===== src/sv/trpe_pkg.sv =====
// Shared types and constants for the touch report to pointer events block.
// No dependencies; every other file of the block but trpe_if refers to this package.
`default_nettype none

package trpe_pkg;

   localparam int FINGER_SLOTS = 2;
   localparam int QUEUE_DEPTH  = 4;
   localparam int QUEUE_AW     = $clog2(QUEUE_DEPTH);
   localparam int GAIN_W       = 5;
   localparam int NUM_STEPS    = 11;
   localparam int STEP_W       = $clog2(NUM_STEPS);

   // report decoding
   localparam logic [7:0]  TOUCH_REPORT = 8'h02;
   localparam logic [7:0]  HARD_MASK    = 8'hF0;
   localparam logic [10:0] POS_MASK     = 11'h7FF;
   localparam int          TOUCH_BIT    = 31;

   localparam logic [7:0] BUTTON_NONE    = 8'h00;
   localparam logic [7:0] BUTTON_LEFT    = 8'h01;
   localparam logic [7:0] BUTTON_RIGHT   = 8'h02;
   localparam logic [7:0] BUTTON_MIDDLE  = 8'h03;
   localparam logic [7:0] BUTTON_FORWARD = 8'h04;
   localparam logic [7:0] BUTTON_BACK    = 8'h08;

   // event kinds
   localparam logic [2:0] EV_RELX   = 3'd0;
   localparam logic [2:0] EV_RELY   = 3'd1;
   localparam logic [2:0] EV_WHEEL  = 3'd2;
   localparam logic [2:0] EV_HWHEEL = 3'd3;
   localparam logic [2:0] EV_KEY    = 3'd4;
   localparam logic [2:0] EV_END    = 3'd5;

   // key ids
   localparam logic [2:0] KEY_LEFT    = 3'd0;
   localparam logic [2:0] KEY_RIGHT   = 3'd1;
   localparam logic [2:0] KEY_MIDDLE  = 3'd2;
   localparam logic [2:0] KEY_BACK    = 3'd3;
   localparam logic [2:0] KEY_FORWARD = 3'd4;
   localparam logic [2:0] KEY_NONE    = 3'd0;
   localparam int         NUM_KEYS    = 5;

   // motion class of a report
   localparam logic [1:0] MOT_NONE   = 2'd0;
   localparam logic [1:0] MOT_REL    = 2'd1;
   localparam logic [1:0] MOT_WHEEL  = 2'd2;
   localparam logic [1:0] MOT_HWHEEL = 2'd3;

   // back-end steps, emitted lowest first; release of key id k is STEP_REL0 + k
   localparam logic [STEP_W-1:0] STEP_RELX   = 4'd0;
   localparam logic [STEP_W-1:0] STEP_RELY   = 4'd1;
   localparam logic [STEP_W-1:0] STEP_MIDDLE = 4'd2;
   localparam logic [STEP_W-1:0] STEP_SCROLL = 4'd3;
   localparam logic [STEP_W-1:0] STEP_REL0   = 4'd4;
   localparam logic [STEP_W-1:0] STEP_REL1   = 4'd5;
   localparam logic [STEP_W-1:0] STEP_REL2   = 4'd6;
   localparam logic [STEP_W-1:0] STEP_REL3   = 4'd7;
   localparam logic [STEP_W-1:0] STEP_REL4   = 4'd8;
   localparam logic [STEP_W-1:0] STEP_PRESS  = 4'd9;
   localparam logic [STEP_W-1:0] STEP_END    = 4'd10;

   typedef logic [NUM_STEPS-1:0] step_mask_type;

   // classified report, passed from front to back
   typedef struct packed {
      logic                handled;
      logic [1:0]          motion;
      logic signed [15:0]  rel_x;
      logic signed [15:0]  rel_y;
      logic                middle;
      logic signed [15:0]  scroll;
      logic [NUM_KEYS-1:0] release_mask;
      logic                press_valid;
      logic [2:0]          press_key;
   } job_type;

endpackage

`default_nettype wire


===== src/sv/trpe_if.sv =====
// Handshake channel interfaces for touch reports and pointer events.
// Depends on nothing; instantiated by the integrating level.
`default_nettype none

interface trpe_req_if;
   logic        valid;
   logic        ready;
   logic [7:0]  report_id;
   logic [7:0]  button_bits;
   logic [7:0]  pressure_byte;
   logic [31:0] slot0_word;
   logic [31:0] slot1_word;

   modport source (output valid, output report_id, output button_bits,
                   output pressure_byte, output slot0_word, output slot1_word,
                   input ready);
   modport sink (input valid, input report_id, input button_bits,
                 input pressure_byte, input slot0_word, input slot1_word,
                 output ready);
endinterface

interface trpe_rsp_if;
   logic               valid;
   logic               ready;
   logic [2:0]         event_kind;
   logic [2:0]         key_id;
   logic signed [15:0] event_value;
   logic               last_event;

   modport source (output valid, output event_kind, output key_id,
                   output event_value, output last_event, input ready);
   modport sink (input valid, input event_kind, input key_id,
                 input event_value, input last_event, output ready);
endinterface

`default_nettype wire


===== src/sv/touch_report_to_pointer_events.sv =====
// Touchpad report to pointer events: each report transfer on req_ch yields
// a run of one to nine event transfers on rsp_ch, the last flagged by
// last_event. Reports with an id other than 2 give a single end event of
// value 0 and leave state alone. The front end classifies a report in the
// cycle it is taken and updates finger positions and button latches then,
// so a new report may follow on the very next cycle; classified jobs wait
// in a four-entry queue. The back end sends one event per cycle from a
// registered output stage while rsp_ch is ready, and req_ch stalls only
// when the queue is full. On an idle block a report's job is written into
// the queue, then loaded into the back end's pending-step register, and
// its first event is then registered into the output stage for rsp_ch.
// csr_wdata sets the one-finger motion gain (reset 1); write it only while
// the block is idle.
// Depends on trpe_pkg, trpe_if, trpe_front, trpe_queue and trpe_back.
`default_nettype none

module touch_report_to_pointer_events (
   input  wire logic                         clock,
   input  wire logic                         reset,
   input  wire logic                         csr_we,
   input  wire logic [trpe_pkg::GAIN_W-1:0]  csr_wdata,
   trpe_req_if.sink                          req_ch,
   trpe_rsp_if.source                        rsp_ch
);

   // front to queue
   logic              q_push, q_full;
   trpe_pkg::job_type q_push_data;
   // queue to back
   logic              q_pop, q_not_empty;
   trpe_pkg::job_type q_pop_data;

   // classify, update state, hand the job on
   trpe_front u_front (
      .clock     (clock),
      .reset     (reset),
      .csr_we    (csr_we),
      .csr_wdata (csr_wdata),
      .req_ch    (req_ch),
      .q_full    (q_full),
      .q_push    (q_push),
      .q_data    (q_push_data)
   );

   trpe_queue u_queue (
      .clock     (clock),
      .reset     (reset),
      .push      (q_push),
      .push_data (q_push_data),
      .full      (q_full),
      .pop       (q_pop),
      .pop_data  (q_pop_data),
      .not_empty (q_not_empty)
   );

   // emit the job's events in order, end event last
   trpe_back u_back (
      .clock   (clock),
      .reset   (reset),
      .q_valid (q_not_empty),
      .q_data  (q_pop_data),
      .q_pop   (q_pop),
      .rsp_ch  (rsp_ch)
   );

endmodule

`default_nettype wire


===== src/sv/trpe_front.sv =====
// Front end: accepts reports, holds finger and button state, classifies.
// Depends on trpe_pkg and trpe_req_if.
`default_nettype none

module trpe_front (
   input  wire logic                         clock,
   input  wire logic                         reset,
   input  wire logic                         csr_we,
   input  wire logic [trpe_pkg::GAIN_W-1:0]  csr_wdata,
   trpe_req_if.sink                          req_ch,
   input  wire logic                         q_full,
   output logic                              q_push,
   output trpe_pkg::job_type                 q_data
);

   logic [trpe_pkg::GAIN_W-1:0]   gain_ff;
   logic [10:0]                   prev_x_ff [trpe_pkg::FINGER_SLOTS];
   logic [10:0]                   prev_y_ff [trpe_pkg::FINGER_SLOTS];
   logic [trpe_pkg::FINGER_SLOTS-1:0] prev_p_ff;
   logic [trpe_pkg::NUM_KEYS-1:0] latch_ff, latch_in;

   logic [31:0]        word [trpe_pkg::FINGER_SLOTS];
   logic [trpe_pkg::FINGER_SLOTS-1:0] cp;
   logic [10:0]        cx [trpe_pkg::FINGER_SLOTS];
   logic [10:0]        cy [trpe_pkg::FINGER_SLOTS];
   logic signed [11:0] dx [trpe_pkg::FINGER_SLOTS];
   logic signed [11:0] dy [trpe_pkg::FINGER_SLOTS];
   logic               handled, accept;
   logic               one_finger, two_fingers;
   logic signed [11:0] mx, my;
   logic [17:0]        prod_x, prod_y;
   logic signed [12:0] ddx, ddy, sum_x, sum_y, rnd_x, rnd_y;
   logic signed [11:0] dxm, dym;
   logic               close, small_x, small_y, big_x, big_y;
   logic [trpe_pkg::NUM_KEYS-1:0] press_bit;
   logic [2:0]         press_key;
   logic               press_any;

   function automatic logic signed [15:0] sat16(input logic [17:0] v);
      if (v[17:15] == 3'b000 || v[17:15] == 3'b111) begin
         return v[15:0];
      end else if (v[17]) begin
         return 16'sh8000;
      end else begin
         return 16'sh7FFF;
      end
   endfunction

   assign word[0] = req_ch.slot0_word;
   assign word[1] = req_ch.slot1_word;

   always_comb begin
      for (int i = 0; i < trpe_pkg::FINGER_SLOTS; i++) begin
         cp[i] = word[i][trpe_pkg::TOUCH_BIT];
         cx[i] = word[i][26:16] & trpe_pkg::POS_MASK;
         cy[i] = word[i][10:0] & trpe_pkg::POS_MASK;
         // stored minus current, for the scroll test
         dx[i] = $signed({1'b0, prev_x_ff[i]}) - $signed({1'b0, cx[i]});
         dy[i] = $signed({1'b0, prev_y_ff[i]}) - $signed({1'b0, cy[i]});
      end
   end

   assign req_ch.ready = !q_full;
   assign accept       = req_ch.valid && !q_full;
   assign handled      = req_ch.report_id == trpe_pkg::TOUCH_REPORT;
   assign one_finger   = cp[0] ^ cp[1];
   assign two_fingers  = cp[0] & cp[1];

   // one-finger motion always tracks slot 0
   always_comb begin
      if (prev_p_ff[0] && cp[0]) begin
         mx = -dx[0];
         my = -dy[0];
      end else begin
         mx = -12'sd1;
         my = -12'sd1;
      end
      prod_x = {{6{mx[11]}}, mx} * {13'd0, gain_ff};
      prod_y = {{6{my[11]}}, my} * {13'd0, gain_ff};
   end

   // two-finger scroll detection
   always_comb begin
      ddx   = {dx[0][11], dx[0]} - {dx[1][11], dx[1]};
      ddy   = {dy[0][11], dy[0]} - {dy[1][11], dy[1]};
      sum_x = {dx[0][11], dx[0]} + {dx[1][11], dx[1]};
      sum_y = {dy[0][11], dy[0]} + {dy[1][11], dy[1]};
      rnd_x = sum_x + {12'd0, sum_x[12]};
      rnd_y = sum_y + {12'd0, sum_y[12]};
      dxm   = rnd_x[12:1];
      dym   = rnd_y[12:1];
      close = (ddx == 13'sd0 || ddx == 13'sd1 || ddx == -13'sd1)
           && (ddy == 13'sd0 || ddy == 13'sd1 || ddy == -13'sd1);
      small_x = dxm == 12'sd0 || dxm == 12'sd1 || dxm == -12'sd1;
      small_y = dym == 12'sd0 || dym == 12'sd1 || dym == -12'sd1;
      big_x   = dxm > 12'sd2 || dxm < -12'sd2;
      big_y   = dym > 12'sd2 || dym < -12'sd2;
   end

   // button decode
   always_comb begin
      press_any = 1'b1;
      press_key = trpe_pkg::KEY_NONE;
      case (req_ch.button_bits)
         trpe_pkg::BUTTON_MIDDLE:  press_key = trpe_pkg::KEY_MIDDLE;
         trpe_pkg::BUTTON_LEFT:    press_key = trpe_pkg::KEY_LEFT;
         trpe_pkg::BUTTON_RIGHT:   press_key = trpe_pkg::KEY_RIGHT;
         trpe_pkg::BUTTON_FORWARD: press_key = trpe_pkg::KEY_FORWARD;
         trpe_pkg::BUTTON_BACK:    press_key = trpe_pkg::KEY_BACK;
         default:                  press_any = 1'b0;
      endcase
      press_bit = press_any ? trpe_pkg::NUM_KEYS'(1) << press_key : '0;
      if (req_ch.button_bits == trpe_pkg::BUTTON_NONE) begin
         latch_in = '0;
      end else begin
         latch_in = latch_ff | press_bit;
      end
   end

   always_comb begin
      q_data        = '0;
      q_data.handled = handled;
      q_data.rel_x  = sat16(prod_x);
      q_data.rel_y  = sat16(prod_y);
      q_data.middle = (req_ch.pressure_byte & trpe_pkg::HARD_MASK) == trpe_pkg::HARD_MASK;
      q_data.press_key = press_key;
      if (handled) begin
         if (one_finger) begin
            q_data.motion = trpe_pkg::MOT_REL;
         end else if (two_fingers && prev_p_ff[0] && prev_p_ff[1] && close) begin
            if (small_x && big_y) begin
               q_data.motion = trpe_pkg::MOT_WHEEL;
               q_data.scroll = 16'(-{{4{dym[11]}}, dym});
            end else if (big_x && small_y) begin
               q_data.motion = trpe_pkg::MOT_HWHEEL;
               q_data.scroll = {{4{dxm[11]}}, dxm};
            end
         end
         if (req_ch.button_bits == trpe_pkg::BUTTON_NONE) begin
            q_data.release_mask = latch_ff;
         end
         q_data.press_valid = (press_bit & ~latch_ff) != '0;
      end
   end

   assign q_push = accept;

   always_ff @(posedge clock) begin
      if (reset) begin
         gain_ff   <= trpe_pkg::GAIN_W'(1);
         prev_p_ff <= '0;
         latch_ff  <= '0;
         for (int i = 0; i < trpe_pkg::FINGER_SLOTS; i++) begin
            prev_x_ff[i] <= '0;
            prev_y_ff[i] <= '0;
         end
      end else begin
         if (csr_we) begin
            gain_ff <= csr_wdata;
         end
         if (accept && handled) begin
            prev_p_ff <= cp;
            latch_ff  <= latch_in;
            for (int i = 0; i < trpe_pkg::FINGER_SLOTS; i++) begin
               prev_x_ff[i] <= cp[i] ? cx[i] : 11'd0;
               prev_y_ff[i] <= cp[i] ? cy[i] : 11'd0;
            end
         end
      end
   end

endmodule

`default_nettype wire


===== src/sv/trpe_queue.sv =====
// Short job queue between the front and back ends.
// Depends on trpe_pkg.
`default_nettype none

module trpe_queue (
   input  wire logic              clock,
   input  wire logic              reset,
   input  wire logic              push,
   input  trpe_pkg::job_type      push_data,
   output logic                   full,
   input  wire logic              pop,
   output trpe_pkg::job_type      pop_data,
   output logic                   not_empty
);

   trpe_pkg::job_type              mem_ff [trpe_pkg::QUEUE_DEPTH];
   logic [trpe_pkg::QUEUE_AW-1:0]  wr_ptr_ff, rd_ptr_ff;
   logic [trpe_pkg::QUEUE_AW:0]    cnt_ff, cnt_in;

   assign full      = cnt_ff == (trpe_pkg::QUEUE_AW+1)'(trpe_pkg::QUEUE_DEPTH);
   assign not_empty = cnt_ff != '0;
   assign pop_data  = mem_ff[rd_ptr_ff];

   always_comb begin
      cnt_in = cnt_ff;
      if (push && !pop) begin
         cnt_in = cnt_ff + 1'b1;
      end else if (pop && !push) begin
         cnt_in = cnt_ff - 1'b1;
      end
   end

   always_ff @(posedge clock) begin
      if (push) begin
         mem_ff[wr_ptr_ff] <= push_data;
      end
   end

   always_ff @(posedge clock) begin
      if (reset) begin
         wr_ptr_ff <= '0;
         rd_ptr_ff <= '0;
         cnt_ff    <= '0;
      end else begin
         cnt_ff <= cnt_in;
         if (push) begin
            wr_ptr_ff <= wr_ptr_ff + 1'b1;
         end
         if (pop) begin
            rd_ptr_ff <= rd_ptr_ff + 1'b1;
         end
      end
   end

   a_cnt_bound: assert property (@(posedge clock) disable iff (reset)
      cnt_ff <= (trpe_pkg::QUEUE_AW+1)'(trpe_pkg::QUEUE_DEPTH))
      else $error("queue count past depth");
   a_no_overflow: assert property (@(posedge clock) disable iff (reset)
      !(push && full))
      else $error("push into full queue");
   a_no_underflow: assert property (@(posedge clock) disable iff (reset)
      pop |-> not_empty)
      else $error("pop from empty queue");

endmodule

`default_nettype wire


===== src/sv/trpe_back.sv =====
// Back end: walks one queued job, one event transfer per cycle while rsp_ch is ready.
// Depends on trpe_pkg and trpe_rsp_if.
`default_nettype none

module trpe_back (
   input  wire logic           clock,
   input  wire logic           reset,
   input  wire logic           q_valid,
   input  trpe_pkg::job_type   q_data,
   output logic                q_pop,
   trpe_rsp_if.source          rsp_ch
);

   trpe_pkg::job_type            job_ff, job_in;
   trpe_pkg::step_mask_type      pend_ff, pend_in, low, rem, new_mask;
   logic [trpe_pkg::STEP_W-1:0]  sel;
   logic                         out_free, adv;

   logic               rsp_valid_ff;
   logic [2:0]         rsp_kind_ff, rsp_kind_in;
   logic [2:0]         rsp_key_ff, rsp_key_in;
   logic signed [15:0] rsp_value_ff, rsp_value_in;
   logic               rsp_last_ff, rsp_last_in;

   assign out_free = !rsp_valid_ff || rsp_ch.ready;
   assign adv      = out_free && (pend_ff != '0);
   assign low      = pend_ff & (~pend_ff + 1'b1);
   assign rem      = pend_ff & ~low;
   assign q_pop    = q_valid && ((pend_ff == '0) || (adv && rem == '0));

   // steps a fresh job needs
   always_comb begin
      new_mask = '0;
      new_mask[trpe_pkg::STEP_RELX]   = q_data.motion == trpe_pkg::MOT_REL;
      new_mask[trpe_pkg::STEP_RELY]   = q_data.motion == trpe_pkg::MOT_REL;
      new_mask[trpe_pkg::STEP_MIDDLE] = q_data.motion == trpe_pkg::MOT_REL;
      new_mask[trpe_pkg::STEP_SCROLL] = q_data.motion == trpe_pkg::MOT_WHEEL
                                     || q_data.motion == trpe_pkg::MOT_HWHEEL;
      for (int k = 0; k < trpe_pkg::NUM_KEYS; k++) begin
         new_mask[int'(trpe_pkg::STEP_REL0) + k] = q_data.release_mask[k];
      end
      new_mask[trpe_pkg::STEP_PRESS] = q_data.press_valid;
      new_mask[trpe_pkg::STEP_END]   = 1'b1;
   end

   always_comb begin
      pend_in = pend_ff;
      job_in  = job_ff;
      if (q_pop) begin
         pend_in = new_mask;
         job_in  = q_data;
      end else if (adv) begin
         pend_in = rem;
      end
   end

   always_comb begin
      sel = '0;
      for (int i = 0; i < trpe_pkg::NUM_STEPS; i++) begin
         if (low[i]) begin
            sel = trpe_pkg::STEP_W'(i);
         end
      end
   end

   always_comb begin
      rsp_kind_in  = trpe_pkg::EV_KEY;
      rsp_key_in   = trpe_pkg::KEY_NONE;
      rsp_value_in = 16'sd0;
      rsp_last_in  = 1'b0;
      case (sel)
         trpe_pkg::STEP_RELX: begin
            rsp_kind_in  = trpe_pkg::EV_RELX;
            rsp_value_in = job_ff.rel_x;
         end
         trpe_pkg::STEP_RELY: begin
            rsp_kind_in  = trpe_pkg::EV_RELY;
            rsp_value_in = job_ff.rel_y;
         end
         trpe_pkg::STEP_MIDDLE: begin
            rsp_key_in   = trpe_pkg::KEY_MIDDLE;
            rsp_value_in = {15'd0, job_ff.middle};
         end
         trpe_pkg::STEP_SCROLL: begin
            rsp_kind_in  = (job_ff.motion == trpe_pkg::MOT_WHEEL) ?
                           trpe_pkg::EV_WHEEL : trpe_pkg::EV_HWHEEL;
            rsp_value_in = job_ff.scroll;
         end
         trpe_pkg::STEP_REL0, trpe_pkg::STEP_REL1, trpe_pkg::STEP_REL2,
         trpe_pkg::STEP_REL3, trpe_pkg::STEP_REL4: begin
            // releases go out in key id order
            rsp_key_in = 3'(sel - trpe_pkg::STEP_REL0);
         end
         trpe_pkg::STEP_PRESS: begin
            rsp_key_in   = job_ff.press_key;
            rsp_value_in = 16'sd1;
         end
         trpe_pkg::STEP_END: begin
            rsp_kind_in  = trpe_pkg::EV_END;
            rsp_value_in = {15'd0, job_ff.handled};
            rsp_last_in  = 1'b1;
         end
         default: begin
            rsp_kind_in = trpe_pkg::EV_END;
         end
      endcase
   end

   always_ff @(posedge clock) begin
      if (reset) begin
         pend_ff      <= '0;
         rsp_valid_ff <= 1'b0;
      end else begin
         pend_ff <= pend_in;
         if (adv) begin
            rsp_valid_ff <= 1'b1;
         end else if (rsp_ch.ready) begin
            rsp_valid_ff <= 1'b0;
         end
      end
   end

   always_ff @(posedge clock) begin
      job_ff <= job_in;
      if (adv) begin
         rsp_kind_ff  <= rsp_kind_in;
         rsp_key_ff   <= rsp_key_in;
         rsp_value_ff <= rsp_value_in;
         rsp_last_ff  <= rsp_last_in;
      end
   end

   assign rsp_ch.valid       = rsp_valid_ff;
   assign rsp_ch.event_kind  = rsp_kind_ff;
   assign rsp_ch.key_id      = rsp_key_ff;
   assign rsp_ch.event_value = rsp_value_ff;
   assign rsp_ch.last_event  = rsp_last_ff;

   a_end_pending: assert property (@(posedge clock) disable iff (reset)
      pend_ff != '0 |-> pend_ff[trpe_pkg::STEP_END])
      else $error("job lost its end step");
   a_last_is_end: assert property (@(posedge clock) disable iff (reset)
      rsp_valid_ff |-> (rsp_last_ff == (rsp_kind_ff == trpe_pkg::EV_END)))
      else $error("last flag and end kind disagree");
   a_pop_valid: assert property (@(posedge clock) disable iff (reset)
      q_pop |-> q_valid)
      else $error("job taken from empty queue");
   a_reset_idle: assert property (@(posedge clock)
      $past(reset) |-> !rsp_valid_ff)
      else $error("event shown straight after reset");

endmodule

`default_nettype wire


===== src/flat_wrapper.sv =====
// flat-port wrapper written by rule: the top's interface ports become plain ports
module touch_report_to_pointer_events_flat 
  (clock, reset, csr_we, csr_wdata, req_ch_valid, req_ch_report_id, req_ch_button_bits, req_ch_pressure_byte, req_ch_slot0_word, req_ch_slot1_word, req_ch_ready, rsp_ch_valid, rsp_ch_event_kind, rsp_ch_key_id, rsp_ch_event_value, rsp_ch_last_event, rsp_ch_ready);
  trpe_req_if req_ch_i ();
  trpe_rsp_if rsp_ch_i ();
  input  wire logic clock;
  input  wire logic reset;
  input  wire logic csr_we;
  input  wire logic [trpe_pkg::GAIN_W-1:0] csr_wdata;
  input wire logic [$bits(req_ch_i.valid)-1:0] req_ch_valid;
  input wire logic [$bits(req_ch_i.report_id)-1:0] req_ch_report_id;
  input wire logic [$bits(req_ch_i.button_bits)-1:0] req_ch_button_bits;
  input wire logic [$bits(req_ch_i.pressure_byte)-1:0] req_ch_pressure_byte;
  input wire logic [$bits(req_ch_i.slot0_word)-1:0] req_ch_slot0_word;
  input wire logic [$bits(req_ch_i.slot1_word)-1:0] req_ch_slot1_word;
  output wire logic [$bits(req_ch_i.ready)-1:0] req_ch_ready;
  output wire logic [$bits(rsp_ch_i.valid)-1:0] rsp_ch_valid;
  output wire logic [$bits(rsp_ch_i.event_kind)-1:0] rsp_ch_event_kind;
  output wire logic [$bits(rsp_ch_i.key_id)-1:0] rsp_ch_key_id;
  output wire logic [$bits(rsp_ch_i.event_value)-1:0] rsp_ch_event_value;
  output wire logic [$bits(rsp_ch_i.last_event)-1:0] rsp_ch_last_event;
  input wire logic [$bits(rsp_ch_i.ready)-1:0] rsp_ch_ready;
  assign req_ch_i.valid = req_ch_valid;
  assign req_ch_i.report_id = req_ch_report_id;
  assign req_ch_i.button_bits = req_ch_button_bits;
  assign req_ch_i.pressure_byte = req_ch_pressure_byte;
  assign req_ch_i.slot0_word = req_ch_slot0_word;
  assign req_ch_i.slot1_word = req_ch_slot1_word;
  assign req_ch_ready = req_ch_i.ready;
  assign rsp_ch_valid = rsp_ch_i.valid;
  assign rsp_ch_event_kind = rsp_ch_i.event_kind;
  assign rsp_ch_key_id = rsp_ch_i.key_id;
  assign rsp_ch_event_value = rsp_ch_i.event_value;
  assign rsp_ch_last_event = rsp_ch_i.last_event;
  assign rsp_ch_i.ready = rsp_ch_ready;
  touch_report_to_pointer_events u_core (.clock(clock), .reset(reset), .csr_we(csr_we), .csr_wdata(csr_wdata), .req_ch(req_ch_i), .rsp_ch(rsp_ch_i));
endmodule

===== config.mk =====
export PLATFORM = sky130hd
export DESIGN_NAME = touch_report_to_pointer_events_flat
export DESIGN_NICKNAME = d
export VERILOG_FILES = /design/src/sv/trpe_pkg.sv /design/src/sv/trpe_if.sv /design/src/sv/touch_report_to_pointer_events.sv /design/src/sv/trpe_front.sv /design/src/sv/trpe_queue.sv /design/src/sv/trpe_back.sv /design/src/flat_wrapper.sv
export SDC_FILE = /design/constraint.sdc
export NUM_CORES = 1
export LEC_CHECK = 0
export BUFFER_PORTS_ARGS = -buffer_cell sky130_fd_sc_hd__buf_4
export CAP_MARGIN = 20
export CORE_ASPECT_RATIO = 1.2
export CORE_UTILIZATION = 63
export DETAILED_ROUTE_END_ITERATION = 8
export HOLD_SLACK_MARGIN = 0.1
export PLACE_DENSITY_LB_ADDON = 0.08
export SLEW_MARGIN = 15
export SYNTH_ARGS = -nofsm -noshare
export SYNTH_HDL_FRONTEND = slang
export SYNTH_SLANG_ARGS = --single-unit

===== constraint.sdc =====
create_clock -name clock -period 12.1 [get_ports clock]
set_clock_uncertainty 0.2 [all_clocks]
set_input_delay 2.42 -clock clock [delete_from_list [all_inputs] [get_ports clock]]
set_output_delay 2.42 -clock clock [all_outputs]
set_load 0.005 [all_outputs]

**Yosys cells after proc, flatten, opt, wreduce, memory -nomap -nowiden**

Memories as Yosys holds them, arrays and structs flattened. A register that Yosys moved wholly into a read port is not among the register bits.
Index checks and enable logic that the tools add are counted.
Widths: inputs -> output; s select.

- Bits in registers: 109
- Bits in latches: 0
- Memory bits (writable): 288
- Memory bits (read-only): 0
- Bits of input ports: 98
- Word-level logic and storage cells: 204
- Memories kept: 3

Memory list:

| memory | depth | width | rd ports | clocked after memory_dff | wr ports | line | text |
|---|---|---|---|---|---|---|---|
| u_core.u_queue.mem_ff | 4 | 61 | 1 | 1 | 1 | trpe_queue.sv:16 | `trpe_pkg::job_type mem_ff [trpe_pkg::QUEUE_DEPTH];` |
| u_core.u_front.prev_x_ff | 2 | 11 | 2 | 0 | 2 | trpe_front.sv:17 | `logic [10:0] prev_x_ff [trpe_pkg::FINGER_SLOTS];` |
| u_core.u_front.prev_y_ff | 2 | 11 | 2 | 0 | 2 | trpe_front.sv:18 | `logic [10:0] prev_y_ff [trpe_pkg::FINGER_SLOTS];` |

- Add/subtract/negate cells: 19
- $mul: 2
- Div/mod/pow operators: 0
- Order comparisons: 4
- Equal/unequal tests: 32
- Shift-type cells: 1
- Multiplexer cells: 59
- Bitwise gates (word level): 13
- Reduce and logical (&&, ||, !) cells: 52

Operators with widths:

| kind | number |
|---|---|
| $mux 16 | 8 |
| $mux 11 | 10 |
| $pmux 16 s6 | 1 |
| $sub 11x11->12 | 4 |
| $mul 12x6->18 | 2 |
| $mux 4 | 9 |
| $add 12x12->13 | 2 |
| $add 13x1->13 | 2 |
| $eq 13x1->1 const B | 2 |
| $eq 13x2->1 const B | 2 |
| $logic_not 13->1 | 2 |
| $sub 12x12->13 | 2 |
| $eq 12x1->1 const B | 2 |
| $eq 12x2->1 const B | 2 |
| $eq 8x2->1 const B | 3 |
| $gt 12x3->1 const B | 2 |
| $logic_not 12->1 | 2 |
| $lt 12x2->1 const B | 2 |
| $mux 12 | 2 |
| $neg 12->12 | 2 |
| $pmux 3 s4 | 2 |
| $and 11x11->11 | 2 |
| $logic_not 11->1 | 2 |
| $mux 22 | 1 |
| other kinds (41) | 112 |

**Logic depth before layout (Yosys ltp)**

Gate-level depths: netlist of the first run.

- Word-level depth: 16
- Gate-level depth with buffers: 31
- Mapped depth without buffers: 30

**Cells and area by module**

A second synthesis of the first run with hierarchy kept.

- Cell total of the unflattened synthesis: 2270
- Area, all modules: 26138.8 µm²

Modules (own cells, without submodules):

| module | instances | cells an instance | area each (µm²) |
|---|---|---|---|
| trpe_front | 1 | 1673 | 13291.5 |
| trpe_queue | 1 | 363 | 9300.2 |
| trpe_back | 1 | 234 | 3547.2 |

**Least setup slack after synthesis of the first run**

No wires, ideal clock.

- Path kind: input to register
- Start point: input req_ch_slot0_word[16]
- End point: memory u_core.u_queue.mem_ff[0][51] (netlist bit) (data pin)
- Library setup time: 201 ps
- Arrival time: 9723 ps
- Required time: 11699 ps
- Slack: 1977 ps
- Stages: 30
- Path buffers: 2
- Path through: ha_1 -> inv_1 -> fa_1 -> a21o_1 -> a21oi_1 -> o21bai_1 -> a21oi_1 -> xnor2_1 -> a2111oi_1 -> o2111ai_1 -> nor3_1 -> xor2_1 -> a21boi_0 -> fa_1 -> fa_1 -> inv_1 -> fa_1 -> inv_1 -> ha_1 -> or3_1 -> o21ai_0 -> inv_1 -> a31oi_2 -> o211ai_2 -> and4_1 -> or3_1 -> clkbuf_1 -> and4bb_2 -> buf_2 -> o21ai_0

RTL lines:

| what | line | text |
|---|---|---|
| from (decl) | flat_wrapper.sv:14 | `input wire logic [$bits(req_ch_i.slot0_word)-1:0] req_ch_slot0_word;` |
| to (decl) | trpe_queue.sv:16 |  |

==> results.cfg, run 1 <==
[drt]
drt_iter0_markers = 1371
drc_errors = 0
via_per_inst = 6.14
ant_nets = 0
dr.pass1.iters = 6
avgRoutedWirePerCell_um = 20.5
dr_total_vias = 18100
finalWirelength_um = 60400

[timing]
fin_setup_tns_ns = 0
max_freq_ghz = 0.0898
relSlewSlack_pct = 21.1
final-hold-violation-count = 0
layout_min_cycle_time_ns = 11.13
slew_viol_final = 0
setup_violations = 0
tightest_slew_ns = 1.17
fin_crit_sh_pct = 92.0
rsz0062_at_grt = no

[logic_synthesis]
synth_edf_count = 366
synth_nets = 2665
synthArstFlopShare_pct = 0
syn_area_um2 = 26200
yosysUniqueCellTypes = 92
synth-seq-cells = 399
syn_inst = 2312
synthTopCellsByCount = 366 x edfxtp_1, 268 x inv_1, 172 x ha_1, 135 x nor2_1, 92 x xnor2_1
synth_top_area_share_pct = 41.9
yosysWarningCount = 0
avgSynthCellArea_um2 = 11.4
ys_seq_area_share_pct = 44.4
synth.area.top_cells = edfxtp_1 42%, ha_1 8.2%, fa_1 6.3%
synth_flop_cell = edfxtp_1
yosysMostFrequentCell = edfxtp_1
synth_largest_area_cell = edfxtp_1

[layout]
layout.area.seq_um2 = 11700
antenna_cells = 0
drive_above_1_share_pct = 12.2
num-fill-cells = 2937
layoutNonFillerInstCount = 2940
area_growth_pct = 9.37
multi_input_area_um2 = 13200
fin_nets = 2728

[power]
cellPowerDensity_nw_per_um2 = 235
power.total_w = 0.00674
vdd_ir_drop_max_mv = 0.414
leakage_nw = 11.5

[floorplan]
start_util_pct = 64.1
rows = 81
core_area_um2 = 40900
dieArea_um2 = 42500
die_x_um = 188
io_pins = 123
fp.dieH_um = 226

[clock_network]
postCtsResizedCells = 0
insertion_delay_ns = 0.56
cts_root_buffer = clkbuf_16
post_cts_buffers = 0
numCtsBuffers = 40
hold_buffers = 0
clkTransAtPathRegs_ns = 0.06
tritoncts = built
h-tree-depth = 2
cts_sinks = 399
cts_buffer_depth = 3

[critical_path]
crit_path_top_delay_cell = a2111oi_1
worstReg2RegStart = u_core.u_front.prev_x_ff[0][0]
slowest_delay_ns = 0.83
cp-start-kind = input pin
crit_fanout = 14
worstSetupPathType = input pin to flop
cp_data_required_time_ns = 12.19
critPathArrivalTime_ns = 11.23
worstSetupEndpointType = flop
cp-startpoint = req_ch_slot0_word[16]

[global_route]
use_met1_pct = 37.6
grt_max_degree = 68
grt.busiest_layer = met2
use_met3_pct = 3.42
gr-total-overflow = 0
grt_usage_pct = 29.0
grt_util_met2_pct = 50.2
antenna_found_initial = 0
grt_pass1_vias = 17700
grt_first_pass_wirelength_um = 95700

[place]
io_buffers = 100
gp_congestion = 0.906
dp.cells = 2872
dp.final_hpwl_um = 42100

[worst_hold_path]
holdCritPathClass = flop to flop
min_from = u_core.u_front.prev_p_ff[1]

[run]
cap_violations = 0

[outcome]
status = complete, no violations
==> final cells by class <==
class                           count  area share (%)
Tap cell                          539            2.35
Timing Repair Buffer              115            3.01
Sequential cell                   399            40.6
Clock inverter                     22           0.950
Clock buffer                       46            3.57
Multi-Input combinational cell   1551            46.0
Inverter                          268            3.50
==> flip-flops by register name (all words and copies together), names as in the netlist, 3 cells and up, named ones only <==
name                              cells
u_core.u_queue.mem_ff               244
u_core.u_back.job_ff                 55
u_core.u_front.prev_y_ff             22
u_core.u_queue.cnt_ff                 3
u_core.u_back.pend_ff                11
u_core.u_back.rsp_ch.event_value     16
u_core.u_front.latch_ff               5
u_core.u_front.gain_ff                5
u_core.u_front.prev_x_ff             22
u_core.u_back.rsp_ch.key_id           3
u_core.u_back.rsp_ch.event_kind       3
==> logic make-up (layout without fill, tap and decap cells) <==
group           count (synthesis)  count (layout)  share of synthesized area (%)
fa+ha+maj                     257             257                           14.6
xor+xnor                      143             143                           4.80
simple gates                  621             621                           12.8
flops                         399             399                           44.4
compound gates                456             456                           12.4
buf+inv                       362             451                           5.35
mux                            74              74                           5.74
==> stage by stage <==
| step | area [um2] | worst slack, ns | utilization, % | hold slack, ns |
|---|---|---|---|---|
| finish | 28700 | 0.968 | 70.1 | 0.287 |
| global route | 28700 | 0.406 | 70.1 | 0.312 |
| CTS | 28700 | 1.11 | 70.1 | 0.293 |
| detailed placement | 27400 | 0.652 | 67.0 | 0.279 |
| global placement | 27400 | 0.832 | 67.0 | 0.263 |
| floorplan | 26200 | 1.98 | - | 0.249 |
==> where the power goes <==
| part | switching, W | total [W] | internal [W] | leakage (nW) |
|---|---|---|---|---|
| combinational | 0.00191 | 0.00306 | 0.00115 | 7.17 |
| sequential | 0.000174 | 0.00243 | 0.00226 | 3.71 |
| clock | 0.000533 | 0.00125 | 0.000719 | 0.627 |
==> worst paths after layout <==
path / end / slack [ns] / cells past startpoint
setup / recovery: u_core.u_queue.mem_ff[0][46] / 0.97 / 29
hold / removal: u_core.u_front.prev_p_ff[1] / 0.29 / 1
setup reg to reg: u_core.u_queue.mem_ff[0][46] / 2.49 / 29
hold reg to reg: u_core.u_front.prev_p_ff[1] / 0.29 / 1
==> per-layer routing <==
layer	vias up	wire (um)
met5	-	0
met4	0	2220
met3	91	3080
met2	597	29800
met1	8819	25200
li1	8545	-
==> cells in the final DEF, fill, tap and decap left out, types with 61 or more instances in the layout <==
master | synthesis | layout
a21oi_1 | 85 | 83
mux4_2 | 61 | 61
and2_1 | 63 | 63
inv_1 | 268 | 268
edfxtp_1 | 366 | 366
nor2_1 | 135 | 135
ha_1 | 172 | 172
nand2_1 | 91 | 91
o21ai_0 | 90 | 90
xnor2_1 | 92 | 92
fa_1 | 83 | 83
buf_4 | 0 | 115
==> worst max-delay path: cells and delay by family <==
kind	cells	cell delay (ns)
AO/OA/AOI/OAI	12	4.06
adder cells (fa/ha/maj)	6	2.36
AND/OR/NAND/NOR	4	1.50
XOR/XNOR	2	0.55
buffers and inverters	5	0.31
No activity file was read; power rests on OpenSTA's default activity.
==> run 2, diff against run 1 <==
--- a/config.mk
+++ b/config.mk
@@ -8,7 +8,7 @@
 export BUFFER_PORTS_ARGS = -buffer_cell sky130_fd_sc_hd__buf_4
 export CAP_MARGIN = 20
 export CORE_ASPECT_RATIO = 1.2
-export CORE_UTILIZATION = 63
+export CORE_UTILIZATION = 68
 export DETAILED_ROUTE_END_ITERATION = 8
 export HOLD_SLACK_MARGIN = 0.1
 export PLACE_DENSITY_LB_ADDON = 0.08
==> constraint.sdc (replaced) <==
create_clock -name clock -period 13.7 [get_ports clock]
set_clock_uncertainty 0.2 [all_clocks]
set_input_delay 2.74 -clock clock [delete_from_list [all_inputs] [get_ports clock]]
set_output_delay 2.74 -clock clock [all_outputs]
set_load 0.005 [all_outputs]
==> run 2 against run 1 <==
  * Wire length rose by 2.2%
  * Non-clock buffer count rose by 3
  * Sequential power fell by 11%
  * Clock power fell by 16%
  * Flip-flop and latch count did not move
  * Register-to-register slack improved by 1.9 ns
  * Critical path depth did not move
  * Largest power group unchanged
  * Worst hold slack got worse by 0.0014 ns
==> results.cfg, run 2 (synthesized netlist as in run 1, its figures left out) <==
[clock_network]
cts_sinks = 399
postCtsResizedCells = 0
h-tree-depth = 2
cts_root_buffer = clkbuf_16
cts_buffer_depth = 3
numCtsBuffers = 39
clkTransAtPathRegs_ns = 0.06
tritoncts = built
insertion_delay_ns = 0.56
hold_buffers = 0
post_cts_buffers = 0

[power]
leakage_nw = 11.5
power_frac_clock_pct = 17.4
switching_share_pct = 39.7
power.total_w = 0.00599
vdd_ir_drop_max_mv = 0.225
cellPowerDensity_nw_per_um2 = 210
p_switching_w = 0.00238
power.internal_w = 0.00361
p_seq_share_pct = 36.1
combPwrFrac_pct = 46.5

[layout]
top_regs = u_core.u_queue.mem_ff: 244 flops, u_core.u_back.job_ff: 55 flops
final_util_pct = 75.3
layout.area.seq_um2 = 11700
num-fill-cells = 2482
drive_above_1_share_pct = 12.1
area_growth_pct = 8.94
fin_nets = 2730
antenna_cells = 0
largest_reg_flops = 244
multi_input_area_um2 = 13200
final_common_cell = edfxtp_1
regMostFlops = u_core.u_queue.mem_ff
layoutNonFillerInstCount = 2888
mostFrequentLayoutCells = 366 x edfxtp_1, 268 x inv_1, 172 x ha_1

[critical_path]
crit_path_top_delay_cell = a2111oi_1
cp_data_required_time_ns = 13.81
worstSetupPathType = input pin to flop
worstReg2RegStart = u_core.u_front.prev_x_ff[0][0]
crit_fanout = 14
reg2reg_depth = 29
r2r_slack_ns = 4.37
reg2reg_to = u_core.u_queue.mem_ff[0][54]
slowest_delay_ns = 0.72
worstSetupEndpointType = flop
critPathArrivalTime_ns = 11.29
cp-start-kind = input pin

[floorplan]
core_area_um2 = 38000
rows = 78
io_pins = 123
dieArea_um2 = 39400
die_x_um = 181
fp.dieH_um = 217
start_util_pct = 69.1

[timing]
rsz0062_at_grt = no
layout_min_cycle_time_ns = 11.18
slew_viol_final = 0
final-hold-violation-count = 0
tightest_slew_ns = 1.18
max_freq_ghz = 0.0894
setup_violations = 0
setup_slack_ns = 2.52
fin_crit_sh_pct = 81.6
relSlewSlack_pct = 21.2
fin_setup_tns_ns = 0

[worst_hold_path]
min_from = u_core.u_front.prev_p_ff[1]
whs_path_depth = 1
hold-path-endpoint = u_core.u_front.prev_p_ff[1]
holdCritPathClass = flop to flop

[drt]
drc_errors = 0
dr.pass1.iters = 6
finalWirelength_um = 61700
dr_total_vias = 18300
ant_nets = 0
avgRoutedWirePerCell_um = 21.4
drt_iter0_markers = 1499
via_per_inst = 6.35

[global_route]
grt_max_degree = 68
grt_usage_pct = 32.0
gr-total-overflow = 0
grt_pass1_vias = 18300
antenna_found_initial = 0
grt_first_pass_wirelength_um = 97000

[place]
post-place-ws_ns = 2.04
io_buffers = 100
dp.final_hpwl_um = 42200
gp_congestion = 0.878
dp.cells = 2815

[outcome]
status = complete, no violations

[run]
cap_violations = 0
==> run 2: cell types whose count changed in the layout (fill, tap and decap cells not counted), sizes merged <==
cell | previous run | this run
buf | 115 | 118
clkinv | 11 | 13
bufinv | 5 | 2
clkinvlp | 3 | 2
inv | 271 | 270
clkbuf | 46 | 53
==> run 2: final cells by class <==
cell class	instances	share of cell area [%]
clock buffer	53	3.74
clock inverter	19	0.560
inverter	268	3.52
multi-input combinational	1551	46.2
sequential	399	40.8
tap	480	2.10
timing repair buffer	118	3.12
==> run 2: worst max-delay path: cells and delay by family <==
kind | cells | cell delay, ns
AOI/OAI and AO/OA | 12 | 3.88
adders and majority gates | 6 | 2.35
xor gates and xnor gates | 2 | 0.49
and+or+nand+nor | 4 | 1.50
buffers and inverters | 5 | 0.32
==> run 2: worst max-delay path by stage <==
stage	endpoint	slack (ns)	start
2_1_floorplan	u_core.u_queue.mem_ff[0][51]	3.26	req_ch_slot0_word[16]
3_3_place_gp	u_core.u_queue.mem_ff[0][54]	2.31	req_ch_slot0_word[16]
3_5_place_dp	u_core.u_queue.mem_ff[3][45]	2.04	req_ch_slot0_word[16]
4_1_cts	u_core.u_queue.mem_ff[2][45]	2.62	req_ch_slot0_word[16]
5_1_grt	u_core.u_queue.mem_ff[0][54]	1.96	req_ch_slot0_word[16]
6_report	u_core.u_queue.mem_ff[0][54]	2.52	req_ch_slot0_word[16]
==> run 2: through the flow <==
step           instance area (um2)  hold WS [ns]
3_3_place_gp                 27400         0.264
6_report                     28600         0.285
3_5_place_dp                 27400         0.273
2_1_floorplan                26200         0.249
4_1_cts                      28600         0.287
5_1_grt                      28600         0.307
==> run 2: routing by layer <==
metal  track usage [%]  vias up  share of wire, %
li1                  -     8568                 -
met1              40.1     8932                41
met2              55.3      688                50
met3              3.66      141               5.2
met4              15.4        0               4.4
met5                 0        -                 0
==> run 2: power groups by stage <==
| stage | clock network [W] | logic [W] | registers [W] |
|---|---|---|---|
| final | 0.00105 | 0.00278 | 0.00216 |
| after global routing | 0.00110 | 0.00301 | 0.00218 |
| after CTS | 0.00106 | 0.00273 | 0.00216 |
| after detailed placement | 0 | 0.00266 | 0.00216 |
| after global placement | 0 | 0.00256 | 0.00214 |
| after floorplan | 0 | 0.00197 | 0.00209 |
